<file path="config.mk">
export PLATFORM = sky130hd
export DESIGN_NAME = weather_sensor_pulse_frame_decoder_top
export DESIGN_NICKNAME = d
export VERILOG_FILES = /design/src/design/wsd_pkg.sv /design/src/design/wsd_front.sv /design/src/design/wsd_fifo.sv /design/src/design/wsd_back.sv /design/src/design/weather_sensor_pulse_frame_decoder_top.sv
export SDC_FILE = /design/constraint.sdc
export NUM_CORES = 2
export LEC_CHECK = 0
export BUFFER_PORTS_ARGS = -buffer_cell sky130_fd_sc_hd__buf_2
export CAP_MARGIN = 20
export CORE_MARGIN = 5
export CORE_UTILIZATION = 40
export DETAILED_ROUTE_END_ITERATION = 6
export GPL_TIMING_DRIVEN = 0
export SETUP_SLACK_MARGIN = 0.05
export SYNTH_ARGS = -nofsm -noshare
export SYNTH_HDL_FRONTEND = slang
export SYNTH_SLANG_ARGS = --single-unit
</file>
<file path="constraint.sdc">
create_clock -name clk_i -period 8.8 [get_ports clk_i]
set_input_delay 0.44 -clock clk_i [delete_from_list [all_inputs] [get_ports clk_i]]
set_output_delay 0.44 -clock clk_i [all_outputs]
set_load 0.005 [all_outputs]
</file>
<file path="src/design/wsd_pkg.sv">
// Shared types and constants for the weather sensor pulse frame decoder.
package wsd_pkg;

  localparam int unsigned FULL_PAIRS = 52;
  localparam int unsigned HEAD_BITS  = 20;
  localparam int unsigned CNT_W      = 6;
  localparam int unsigned NUMER_W    = 22;
  localparam int unsigned RECIP_W    = 23;
  localparam int unsigned PROD_W     = NUMER_W + RECIP_W;

  localparam logic [3:0] PREAMBLE_A = 4'h9;
  localparam logic [3:0] PREAMBLE_B = 4'h6;

  // Register indexes on the configuration port.
  localparam logic [1:0] REG_MARK_THR  = 2'd0;
  localparam logic [1:0] REG_SPACE_MIN = 2'd1;
  localparam logic [1:0] REG_SPACE_MAX = 2'd2;

  localparam logic [15:0] MARK_THR_RST  = 16'd1000;
  localparam logic [15:0] SPACE_MIN_RST = 16'd1100;
  localparam logic [15:0] SPACE_MAX_RST = 16'd1400;

  // Reciprocals for exact floor division: by 100 and 350 of values below 2**22, by 10 of values below 43690.
  localparam logic [RECIP_W-1:0] RECIP_100 = 23'd5368710;  // 2**29 / 100, rounded up
  localparam logic [RECIP_W-1:0] RECIP_350 = 23'd6135668;  // 2**31 / 350, rounded up
  localparam logic [RECIP_W-1:0] RECIP_10  = 23'd26215;    // 2**18 / 10, rounded up

  typedef enum logic [2:0] {
    CAUSE_NONE     = 3'd0,
    CAUSE_LENGTH   = 3'd1,
    CAUSE_SPACING  = 3'd2,
    CAUSE_HEADER   = 3'd3,
    CAUSE_PREAMBLE = 3'd4,
    CAUSE_CHECKSUM = 3'd5,
    CAUSE_HUMIDITY = 3'd6
  } cause_e;

  typedef enum logic [1:0] {
    KIND_TEMP  = 2'd0,
    KIND_HUMID = 2'd1,
    KIND_RAIN  = 2'd2,
    KIND_WIND  = 2'd3
  } kind_e;

  typedef enum logic [1:0] {
    DIV_NONE = 2'd0,
    DIV_100  = 2'd1,
    DIV_350  = 2'd2,
    DIV_10   = 2'd3
  } div_e;

  typedef struct packed {
    logic [15:0] mark_thr;
    logic [15:0] space_min;
    logic [15:0] space_max;
  } cfg_t;

  // One finished frame handed from the front to the back.
  typedef struct packed {
    logic [FULL_PAIRS-1:0] bits;
    logic                  len_bad;
    logic                  spacing_bad;
  } frame_rec_t;

  function automatic logic [RECIP_W-1:0] recip_of(div_e sel);
    logic [RECIP_W-1:0] r;
    case (sel)
      DIV_100: r = RECIP_100;
      DIV_350: r = RECIP_350;
      DIV_10:  r = RECIP_10;
      default: r = RECIP_W'(1);
    endcase
    return r;
  endfunction

endpackage

</file>
<file path="src/design/wsd_front.sv">
// Front end: classifies each pulse pair into a bit and assembles frames.
module wsd_front import wsd_pkg::*; (
  input  logic       clk_i,
  input  logic       rst_ni,
  input  cfg_t       cfg_i,
  input  logic       in_valid_i,
  output logic       in_ready_o,
  input  logic [15:0] mark_width_i,
  input  logic [15:0] space_width_i,
  input  logic       last_pair_i,
  output logic       push_valid_o,
  input  logic       push_ready_i,
  output frame_rec_t push_rec_o
);

  logic [FULL_PAIRS-1:0] frame_q, frame_d, frame_next;
  logic [CNT_W-1:0]      count_q, count_d;
  logic                  spacing_bad_q, spacing_bad_d;
  logic                  bit_val, space_bad, accept, short_frame, len_ok;
  logic [CNT_W:0]        total;

  assign in_ready_o   = push_ready_i;
  assign accept       = in_valid_i && push_ready_i;
  assign push_valid_o = in_valid_i && last_pair_i;

  assign bit_val    = (mark_width_i <= cfg_i.mark_thr);
  assign space_bad  = (space_width_i < cfg_i.space_min) || (space_width_i > cfg_i.space_max);
  assign frame_next = {frame_q[FULL_PAIRS-2:0], bit_val};

  assign total       = {1'b0, count_q} + (CNT_W+1)'(1);
  assign short_frame = (total == (CNT_W+1)'(FULL_PAIRS - 1));
  assign len_ok      = short_frame || (total == (CNT_W+1)'(FULL_PAIRS));

  always_comb begin
    // A frame one pair short gets a trailing zero bit.
    push_rec_o.bits        = short_frame ? {frame_next[FULL_PAIRS-2:0], 1'b0} : frame_next;
    push_rec_o.len_bad     = !len_ok;
    push_rec_o.spacing_bad = spacing_bad_q;
  end

  always_comb begin
    frame_d       = frame_q;
    count_d       = count_q;
    spacing_bad_d = spacing_bad_q;
    if (accept) begin
      if (last_pair_i) begin
        frame_d       = '0;
        count_d       = '0;
        spacing_bad_d = 1'b0;
      end else begin
        frame_d       = frame_next;
        spacing_bad_d = spacing_bad_q || space_bad;
        if (count_q != {CNT_W{1'b1}}) begin
          count_d = count_q + CNT_W'(1);
        end
      end
    end
  end

  always_ff @(posedge clk_i or negedge rst_ni) begin
    if (!rst_ni) begin
      frame_q       <= '0;
      count_q       <= '0;
      spacing_bad_q <= 1'b0;
    end else begin
      frame_q       <= frame_d;
      count_q       <= count_d;
      spacing_bad_q <= spacing_bad_d;
    end
  end

`ifndef ASSERT_OFF
  assert property (@(posedge clk_i) disable iff (!rst_ni)
    (accept && last_pair_i) |=> (count_q == '0 && !spacing_bad_q))
    else $error("frame state not cleared after final pair");
`endif

endmodule

</file>
<file path="src/design/wsd_fifo.sv">
// Short queue of finished frames between the front and the back.
module wsd_fifo import wsd_pkg::*; #(
  parameter int unsigned DEPTH = 2
) (
  input  logic       clk_i,
  input  logic       rst_ni,
  input  logic       push_valid_i,
  output logic       push_ready_o,
  input  frame_rec_t push_rec_i,
  output logic       pop_valid_o,
  input  logic       pop_ready_i,
  output frame_rec_t pop_rec_o
);

  localparam int unsigned PtrW = (DEPTH > 1) ? $clog2(DEPTH) : 1;
  localparam int unsigned CntW = $clog2(DEPTH + 1);

  frame_rec_t        mem_q [DEPTH];
  logic [PtrW-1:0]   wr_ptr_q, wr_ptr_d, rd_ptr_q, rd_ptr_d;
  logic [CntW-1:0]   count_q, count_d;
  logic              push, pop;

  assign push_ready_o = (count_q != CntW'(DEPTH));
  assign pop_valid_o  = (count_q != '0);
  assign push         = push_valid_i && push_ready_o;
  assign pop          = pop_valid_o && pop_ready_i;
  assign pop_rec_o    = mem_q[rd_ptr_q];

  always_comb begin
    wr_ptr_d = wr_ptr_q;
    rd_ptr_d = rd_ptr_q;
    count_d  = count_q;
    if (push) begin
      wr_ptr_d = (wr_ptr_q == PtrW'(DEPTH - 1)) ? '0 : wr_ptr_q + PtrW'(1);
    end
    if (pop) begin
      rd_ptr_d = (rd_ptr_q == PtrW'(DEPTH - 1)) ? '0 : rd_ptr_q + PtrW'(1);
    end
    if (push && !pop) begin
      count_d = count_q + CntW'(1);
    end else if (pop && !push) begin
      count_d = count_q - CntW'(1);
    end
  end

  always_ff @(posedge clk_i or negedge rst_ni) begin
    if (!rst_ni) begin
      wr_ptr_q <= '0;
      rd_ptr_q <= '0;
      count_q  <= '0;
    end else begin
      wr_ptr_q <= wr_ptr_d;
      rd_ptr_q <= rd_ptr_d;
      count_q  <= count_d;
    end
  end

  always_ff @(posedge clk_i) begin
    if (push) begin
      mem_q[wr_ptr_q] <= push_rec_i;
    end
  end

`ifndef ASSERT_OFF
  assert property (@(posedge clk_i) disable iff (!rst_ni)
    count_q <= CntW'(DEPTH))
    else $error("queue count beyond depth");

  assert property (@(posedge clk_i) disable iff (!rst_ni)
    (push && !pop) |=> (count_q == $past(count_q) + CntW'(1)))
    else $error("queue count lost a push");
`endif

endmodule

</file>
<file path="src/design/wsd_back.sv">
// Back end: checks a frame, decodes its reading and holds the result item.
module wsd_back import wsd_pkg::*; (
  input  logic              clk_i,
  input  logic              rst_ni,
  input  logic              pop_valid_i,
  output logic              pop_ready_o,
  input  frame_rec_t        pop_rec_i,
  output logic              out_valid_o,
  input  logic              out_ready_i,
  output logic              frame_ok_o,
  output logic [2:0]        reject_cause_o,
  output logic [1:0]        sensor_kind_o,
  output logic              model_variant_o,
  output logic [7:0]        sensor_id_o,
  output logic signed [15:0] reading_o,
  output logic [3:0]        wind_direction_o
);

  typedef struct packed {
    cause_e              cause;
    kind_e               kind;
    logic                variant;
    logic [7:0]          id;
    logic [3:0]          dir;
    logic [8:0]          offset;
    div_e                div;
  } info_t;

  // Decode stage
  logic [3:0]         d [11];
  logic [3:0]         sum4;
  logic [11:0]        v12;
  logic [7:0]         v8;
  info_t              a_d, a_q;
  logic [NUMER_W-1:0] numer_d, numer_q;
  logic               a_valid_q, a_ready, b_ready;

  // Multiply stage
  info_t              b_q;
  logic [PROD_W-1:0]  prod_q;
  logic               b_valid_q, o_ready;

  // Result register
  logic               out_valid_q;
  cause_e             cause_q;
  kind_e              kind_q;
  logic               variant_q;
  logic [7:0]         id_q;
  logic [15:0]        reading_q, quot;
  logic [3:0]         dir_q;

  assign o_ready     = !out_valid_q || out_ready_i;
  assign b_ready     = !b_valid_q || o_ready;
  assign a_ready     = !a_valid_q || b_ready;
  assign pop_ready_o = a_ready;

  always_comb begin
    for (int i = 0; i < 11; i++) begin
      d[i] = pop_rec_i.bits[FULL_PAIRS - 8 - 4*i +: 4];
    end
    sum4 = '0;
    for (int i = 0; i < 11; i++) begin
      sum4 = sum4 + d[i];
    end
  end

  assign v12 = {d[6], d[7], d[8]};
  assign v8  = {d[6], d[7]};

  always_comb begin
    a_d.cause   = CAUSE_NONE;
    a_d.kind    = kind_e'(d[1][1:0]);
    a_d.variant = (d[0] == PREAMBLE_B);
    a_d.id      = {d[2], d[3]};
    a_d.dir     = '0;
    a_d.offset  = '0;
    a_d.div     = DIV_NONE;
    numer_d     = '0;
    case (a_d.kind)
      KIND_TEMP: begin
        numer_d    = NUMER_W'(d[6]) * NUMER_W'(100) + NUMER_W'(d[7]) * NUMER_W'(10)
                   + NUMER_W'(d[8]);
        a_d.offset = a_d.variant ? 9'd400 : 9'd300;
      end
      KIND_HUMID: begin
        numer_d = NUMER_W'(v8);
        if (v8 == '0) begin
          a_d.cause = CAUSE_HUMIDITY;
        end
      end
      KIND_RAIN: begin
        numer_d = NUMER_W'(v12) * (a_d.variant ? NUMER_W'(518) : NUMER_W'(508));
        a_d.div = a_d.variant ? DIV_100 : DIV_350;
        a_d.id  = {4'h0, d[2]};
      end
      KIND_WIND: begin
        numer_d = NUMER_W'(v8) * NUMER_W'(36);
        a_d.div = a_d.variant ? DIV_NONE : DIV_10;
        a_d.dir = d[8];
      end
      default: begin
        numer_d = '0;
      end
    endcase
    // Earlier checks take priority over the zero humidity reject.
    if (pop_rec_i.len_bad) begin
      a_d.cause = CAUSE_LENGTH;
    end else if (pop_rec_i.spacing_bad) begin
      a_d.cause = CAUSE_SPACING;
    end else if (pop_rec_i.bits[FULL_PAIRS-1 -: HEAD_BITS] == '0) begin
      a_d.cause = CAUSE_HEADER;
    end else if (d[0] != PREAMBLE_A && d[0] != PREAMBLE_B) begin
      a_d.cause = CAUSE_PREAMBLE;
    end else if (sum4 != pop_rec_i.bits[3:0]) begin
      a_d.cause = CAUSE_CHECKSUM;
    end
    // Drop every payload field of a rejected frame.
    if (a_d.cause != CAUSE_NONE) begin
      a_d.kind    = KIND_TEMP;
      a_d.variant = 1'b0;
      a_d.id      = '0;
      a_d.dir     = '0;
      a_d.offset  = '0;
      a_d.div     = DIV_NONE;
      numer_d     = '0;
    end
  end

  always_comb begin
    case (b_q.div)
      DIV_100: quot = prod_q[29 +: 16];
      DIV_350: quot = {2'b00, prod_q[PROD_W-1:31]};
      DIV_10:  quot = prod_q[18 +: 16];
      default: quot = prod_q[15:0];
    endcase
  end

  always_ff @(posedge clk_i or negedge rst_ni) begin
    if (!rst_ni) begin
      a_valid_q   <= 1'b0;
      b_valid_q   <= 1'b0;
      out_valid_q <= 1'b0;
    end else begin
      if (a_ready) begin
        a_valid_q <= pop_valid_i;
      end
      if (b_ready) begin
        b_valid_q <= a_valid_q;
      end
      if (o_ready) begin
        out_valid_q <= b_valid_q;
      end
    end
  end

  always_ff @(posedge clk_i) begin
    if (a_ready && pop_valid_i) begin
      a_q     <= a_d;
      numer_q <= numer_d;
    end
    if (b_ready && a_valid_q) begin
      b_q    <= a_q;
      prod_q <= numer_q * recip_of(a_q.div);
    end
    if (o_ready && b_valid_q) begin
      cause_q   <= b_q.cause;
      kind_q    <= b_q.kind;
      variant_q <= b_q.variant;
      id_q      <= b_q.id;
      dir_q     <= b_q.dir;
      reading_q <= quot - {7'b0, b_q.offset};
    end
  end

  assign out_valid_o      = out_valid_q;
  assign frame_ok_o       = (cause_q == CAUSE_NONE);
  assign reject_cause_o   = cause_q;
  assign sensor_kind_o    = kind_q;
  assign model_variant_o  = variant_q;
  assign sensor_id_o      = id_q;
  assign reading_o        = reading_q;
  assign wind_direction_o = dir_q;

`ifndef ASSERT_OFF
  assert property (@(posedge clk_i) disable iff (!rst_ni)
    (out_valid_q && cause_q != CAUSE_NONE) |->
      (reading_q == '0 && id_q == '0 && dir_q == '0 && kind_q == KIND_TEMP && !variant_q))
    else $error("rejected item carries payload");

  assert property (@(posedge clk_i) disable iff (!rst_ni)
    (out_valid_q && kind_q != KIND_WIND) |-> (dir_q == '0))
    else $error("direction set on a non-wind item");

  assert property (@(posedge clk_i) disable iff (!rst_ni)
    (a_valid_q && !b_ready) |=> a_valid_q)
    else $error("decode stage lost an item under stall");
`endif

endmodule

</file>
<file path="src/design/weather_sensor_pulse_frame_decoder_top.sv">
// Top level: configuration registers and the front, queue and back of the decoder.
// Usage:
//   Input channel (in_valid_i/in_ready_o) takes one mark/space pulse pair per item;
//   last_pair_i closes a frame. Each closing pair yields exactly one result item on
//   the output channel (out_valid_o/out_ready_i), decoded or rejected with a cause.
//   Non-final pairs yield no item.
//   Throughput: one pair per cycle while the frame queue is not full. A result
//   passes the queue, decode stage, multiply stage and result register.
//   The rate is set by the decode pipeline feeding one reciprocal multiplier.
//   When the receiver stalls, results back up through the pipeline into the
//   frame queue (QUEUE_DEPTH entries); in_ready_o falls only when that queue is
//   full, so non-final pairs keep flowing until then.
//   Reset clears the partial frame, the pipeline and the queue, and loads the
//   thresholds with 1000, 1100 and 1400 ticks.
//   Registers sit at byte addresses 0 (mark threshold), 4 (space min) and
//   8 (space max); write them only while the block is idle.
module weather_sensor_pulse_frame_decoder_top import wsd_pkg::*; #(
  parameter int unsigned QUEUE_DEPTH = 2
) (
  input  logic               clk_i,
  input  logic               rst_ni,
  input  logic               psel,
  input  logic               penable,
  input  logic               pwrite,
  input  logic [3:0]         paddr,
  input  logic [31:0]        pwdata,
  output logic [31:0]        prdata,
  output logic               pready,
  input  logic               in_valid_i,
  output logic               in_ready_o,
  input  logic [15:0]        mark_width_i,
  input  logic [15:0]        space_width_i,
  input  logic               last_pair_i,
  output logic               out_valid_o,
  input  logic               out_ready_i,
  output logic               frame_ok_o,
  output logic [2:0]         reject_cause_o,
  output logic [1:0]         sensor_kind_o,
  output logic               model_variant_o,
  output logic [7:0]         sensor_id_o,
  output logic signed [15:0] reading_o,
  output logic [3:0]         wind_direction_o
);

  cfg_t       cfg_q, cfg_d;
  logic       cfg_wr;
  logic [1:0] reg_idx;
  logic       push_valid, push_ready, pop_valid, pop_ready;
  frame_rec_t push_rec, pop_rec;

  assign pready  = 1'b1;
  assign reg_idx = paddr[3:2];
  assign cfg_wr  = psel && penable && pwrite;

  always_comb begin
    cfg_d = cfg_q;
    if (cfg_wr) begin
      case (reg_idx)
        REG_MARK_THR:  cfg_d.mark_thr  = pwdata[15:0];
        REG_SPACE_MIN: cfg_d.space_min = pwdata[15:0];
        REG_SPACE_MAX: cfg_d.space_max = pwdata[15:0];
        default:       cfg_d = cfg_q;
      endcase
    end
  end

  always_comb begin
    case (reg_idx)
      REG_MARK_THR:  prdata = {16'h0, cfg_q.mark_thr};
      REG_SPACE_MIN: prdata = {16'h0, cfg_q.space_min};
      REG_SPACE_MAX: prdata = {16'h0, cfg_q.space_max};
      default:       prdata = '0;
    endcase
  end

  always_ff @(posedge clk_i or negedge rst_ni) begin
    if (!rst_ni) begin
      cfg_q.mark_thr  <= MARK_THR_RST;
      cfg_q.space_min <= SPACE_MIN_RST;
      cfg_q.space_max <= SPACE_MAX_RST;
    end else begin
      cfg_q <= cfg_d;
    end
  end

  wsd_front u_front (
    .clk_i        (clk_i),
    .rst_ni       (rst_ni),
    .cfg_i        (cfg_q),
    .in_valid_i   (in_valid_i),
    .in_ready_o   (in_ready_o),
    .mark_width_i (mark_width_i),
    .space_width_i(space_width_i),
    .last_pair_i  (last_pair_i),
    .push_valid_o (push_valid),
    .push_ready_i (push_ready),
    .push_rec_o   (push_rec)
  );

  wsd_fifo #(
    .DEPTH(QUEUE_DEPTH)
  ) u_fifo (
    .clk_i       (clk_i),
    .rst_ni      (rst_ni),
    .push_valid_i(push_valid),
    .push_ready_o(push_ready),
    .push_rec_i  (push_rec),
    .pop_valid_o (pop_valid),
    .pop_ready_i (pop_ready),
    .pop_rec_o   (pop_rec)
  );

  wsd_back u_back (
    .clk_i           (clk_i),
    .rst_ni          (rst_ni),
    .pop_valid_i     (pop_valid),
    .pop_ready_o     (pop_ready),
    .pop_rec_i       (pop_rec),
    .out_valid_o     (out_valid_o),
    .out_ready_i     (out_ready_i),
    .frame_ok_o      (frame_ok_o),
    .reject_cause_o  (reject_cause_o),
    .sensor_kind_o   (sensor_kind_o),
    .model_variant_o (model_variant_o),
    .sensor_id_o     (sensor_id_o),
    .reading_o       (reading_o),
    .wind_direction_o(wind_direction_o)
  );

endmodule

</file>
==> results.py <==
metrics = {
    "outcome": {
        "status": "completed",
    },
    "route": {
        "drt_drc_violations_left": 0,
        "first_iter_violations": 1310,
        "wl_per_cell_um": 18.8,
        "firstDrtPassIters": 5,
        "routed_wl_mm": 87.7,
        "vias": 23300,
        "vias_per_cell": 4.98,
        "antenna_left": 0,
    },
    "critical_path": {
        "cp-end-kind": "flip-flop",
        "critical_path.max_stage_delay_ns": 0.60,
        "crit_path_start": "u_back.a_q[0]$_SDFFCE_PP0P_",
        "cp.required_ns": 9.07,
        "critPathCapture": "u_back.prod_q[42]$_DFFE_PP_",
        "crit_type": "flip-flop to flip-flop",
        "reg2reg_from": "u_back.a_q[0]$_SDFFCE_PP0P_",
        "worstPathCellList": "buf_4 > ha_1 > clkbuf_1 > nand2_1 > fa_1 > inv_1 > fa_1 > fa_1 > fa_1 > fa_1 > fa_1 > inv_1 > fa_1 > inv_1 > ha_1 > a21o_1 > a21o_1 > a21oi_1 > o21ai_0 > a221o_1 > a21o_1 > and2_1 > o41a_1 > xor2_2",
        "r2r_end": "u_back.prod_q[42]$_DFFE_PP_",
        "worstRegToRegCells": 24,
        "worstPathMaxFanout": 10,
        "cp.arrival_ns": 8.86,
        "start_kind": "flip-flop",
        "cpMostUsedCell": "fa_1",
        "r2r_slack_ns": 0.21,
        "slowest_stage": "fa_1",
    },
    "clocking": {
        "cts.sinks": 366,
        "clk_path_buf_depth": 3,
        "clock-root-buffer": "clkbuf_16",
        "clock_latency_ns": 0.55,
        "cts_tree": "built",
        "clkTransAtPathRegs_ns": 0.06,
        "htreeDepth": 2,
        "cts_buffers": 41,
    },
    "global_route": {
        "grt_pass1_wl_mm": 138,
        "grt_pass1_vias": 24400,
        "grt_usage_pct": 18.7,
        "overflow": 0,
        "antenna_found_initial": 1,
        "grt_max_degree": 67,
    },
    "min_path": {
        "worstHoldPathType": "input port to flip-flop",
    },
    "sta": {
        "setup_viol": 0,
        "rsz0062_at_grt": "no",
        "slew_headroom_pct": 33.0,
        "final_hold_viol_count": 0,
        "timing.final.crit_share_pct": 97.6,
        "fin_skew_ns": 0.0168,
        "worstMarginPinSlew_ns": 0.977,
        "fin_crit_ns": 8.59,
        "fmax_mhz": 116,
        "drv_slew": 0,
    },
    "logic_synthesis": {
        "synth-async-reset-ratio_pct": 30.9,
        "synthTopCellsByCount": "inv_1 (621), fa_1 (420), ha_1 (392)",
        "synth_top_family_by_area": "adder cells",
        "synth-edff-count": 253,
        "synth_most_common_cell": "inv_1",
        "synth-compound-area-share_pct": 6.15,
        "post_synth_num_cell_types": 72,
        "syn_inst": 3291,
        "synth_top_area_share_pct": 23.8,
        "yosysWarningCount": 0,
        "synthAdderAreaFrac_pct": 37.6,
        "synthSimpleGateAreaFrac_pct": 10.1,
        "synth.area.mux_share_pct": 5.11,
        "synthTopCellsByArea": "fa_1 (24%), edfxtp_1 (21%), ha_1 (14%)",
        "synth-main-ff-cell": "edfxtp_1",
        "synth_top_area_cell": "fa_1",
        "synth.avg_cell_area_um2": 10.8,
        "ys_seq_elements": 366,
        "synthXorXnorAreaFrac_pct": 3.40,
        "netlist_area_mm2": 0.0354,
        "ys_seq_area_share_pct": 29.5,
    },
    "final_layout": {
        "fillers": 8441,
        "multi_input_area_mm2": 0.0222,
        "layout-area-overhead-vs-synth_pct": 10.3,
        "drive_above_1_share_pct": 10.4,
        "nets": 4354,
        "stdcell_area_mm2": 0.0390,
        "seq_area_mm2": 0.0104,
    },
    "placed_design": {
        "gp_congestion": 0.922,
        "post_dp_cell_area_mm2": 0.0376,
        "place_hpwl_mm": 73.8,
        "port_buffers": 109,
    },
    "floorplanning": {
        "core_area_mm2": 0.0881,
        "die_w_um": 307,
        "dieArea_mm2": 0.0945,
        "std_cell_rows": 109,
        "fp.dieH_um": 307,
        "initial_core_util_pct": 40.2,
        "pin_count": 146,
    },
    "flow_run": {
        "cap_violations": 0,
    },
}
==> logic make-up after synthesis <==
kind of cell / Yosys count
flip-flops: 366
adder cells (fa/ha/maj): 812
AO/OA/AOI/OAI: 353
XOR/XNOR: 135
other: 2
multiplexers: 150
AND/OR/NAND/NOR: 734
buffers and inverters: 739
==> flip-flops by register name, indices dropped and copies added, names as in the netlist, 2 cells and up <==
| signal | cells |
|---|---|
| cfg_q | 48 |
| u_back.a_q | 23 |
| u_back.b_q | 23 |
| u_back.numer_q | 22 |
| u_back.prod_q | 43 |
| u_back.reading_o | 16 |
| u_back.reject_cause_o | 3 |
| u_back.sensor_id_o | 8 |
| u_back.sensor_kind_o | 2 |
| u_back.wind_direction_o | 4 |
| u_fifo.count_q | 2 |
| u_fifo.mem_q | 108 |
| u_front.count_q | 6 |
| u_front.frame_q | 51 |
==> what timing repair did <==
action,4_1_cts,5_1_grt
hold buffers,1,0
endpoints found under the hold margin,52,0
pin swaps,0,3
resized for setup,19,19
setup endpoints to repair,44,9
setup buffers,1,1
==> worst min-delay path by stage <==
stage	startpoint	end	slack (ns)	cells past startpoint
finish	pwdata[8]	cfg_q[8]$_DFFE_PN1P_	0.13	3
global route	pwdata[5]	cfg_q[37]$_DFFE_PN1P_	0.11	3
CTS	pwdata[5]	cfg_q[37]$_DFFE_PN1P_	0.1	3
detailed placement	u_back.b_q[22]$_DFFE_PP_	u_back.sensor_id_o[7]$_DFFE_PP_	0.40	0
global placement	u_back.b_q[23]$_DFFE_PP_	u_back.model_variant_o$_DFFE_PP_	0.40	0
floorplan	rst_ni	cfg_q[0]$_DFFE_PN0P_	0.14	0
==> per-layer routing <==
| layer | vias to the layer above | GRT usage (%) | routed length (um) |
|---|---|---|---|
| li1 | 11100 | - | - |
| met1 | 11500 | 24.9 | 37500 |
| met2 | 553 | 31.4 | 42500 |
| met3 | 152 | 2.39 | 4140 |
| met4 | 0 | 7.15 | 3560 |
| met5 | - | 0 | 0 |
==> layout by cell type, fill, tap and decap left out, drive strengths merged, types with 45 or more instances in the layout <==
master	n
inv	623
fa	420
ha	392
nand2	295
edfxtp	253
clkbuf	149
buf	147
nor2	126
o21ai	108
a21oi	100
dfrtp	97
xnor2	86
mux2	85
nand3b	55
nor2b	50
mux2i	50
xor2	48
and2	45
==> through the flow <==
| stage | worst slack, ns | setup TNS [ns] | std cells | util (%) | hold WS [ns] |
|---|---|---|---|---|---|
| finish | 0.213 | 0 | 4666 | 44.3 | 0.131 |
| global route | 0.0639 | 0 | 4664 | 44.3 | 0.106 |
| CTS | 0.0380 | 0 | 4663 | 44.2 | 0.0973 |
| detailed placement | -1.50 | -20.63 | 4586 | 42.7 | 0.405 |
| global placement | -1.53 | -20.73 | 4580 | 42.5 | 0.401 |
| floorplan | 0.985 | 0 | 3306 | - | 0.144 |
==> area by class of cell <==
class	count	area share, %
clock buffers	64	3.04
plain buffers	115	1.40
well taps	1165	3.74
diodes	2	0.0128
multi-input cells	2201	57.0
flip-flops and latches	366	26.8
clock inverters	12	0.292
repair buffers	118	1.79
inverters	623	5.99
==> worst max-delay path, delay by kind of cell, from the launching register on <==
kind	cells	cell delay, ns
buf+inv	5	1.07
xor+xnor	1	0.19
compound gates	7	1.64
flops	1	0.50
fa+ha+maj	9	4.50
simple gates	2	0.41
Power is left out: the tool's default activity adds up to more than one toggle a clock period on the data nets, which glitch-free logic cannot reach.
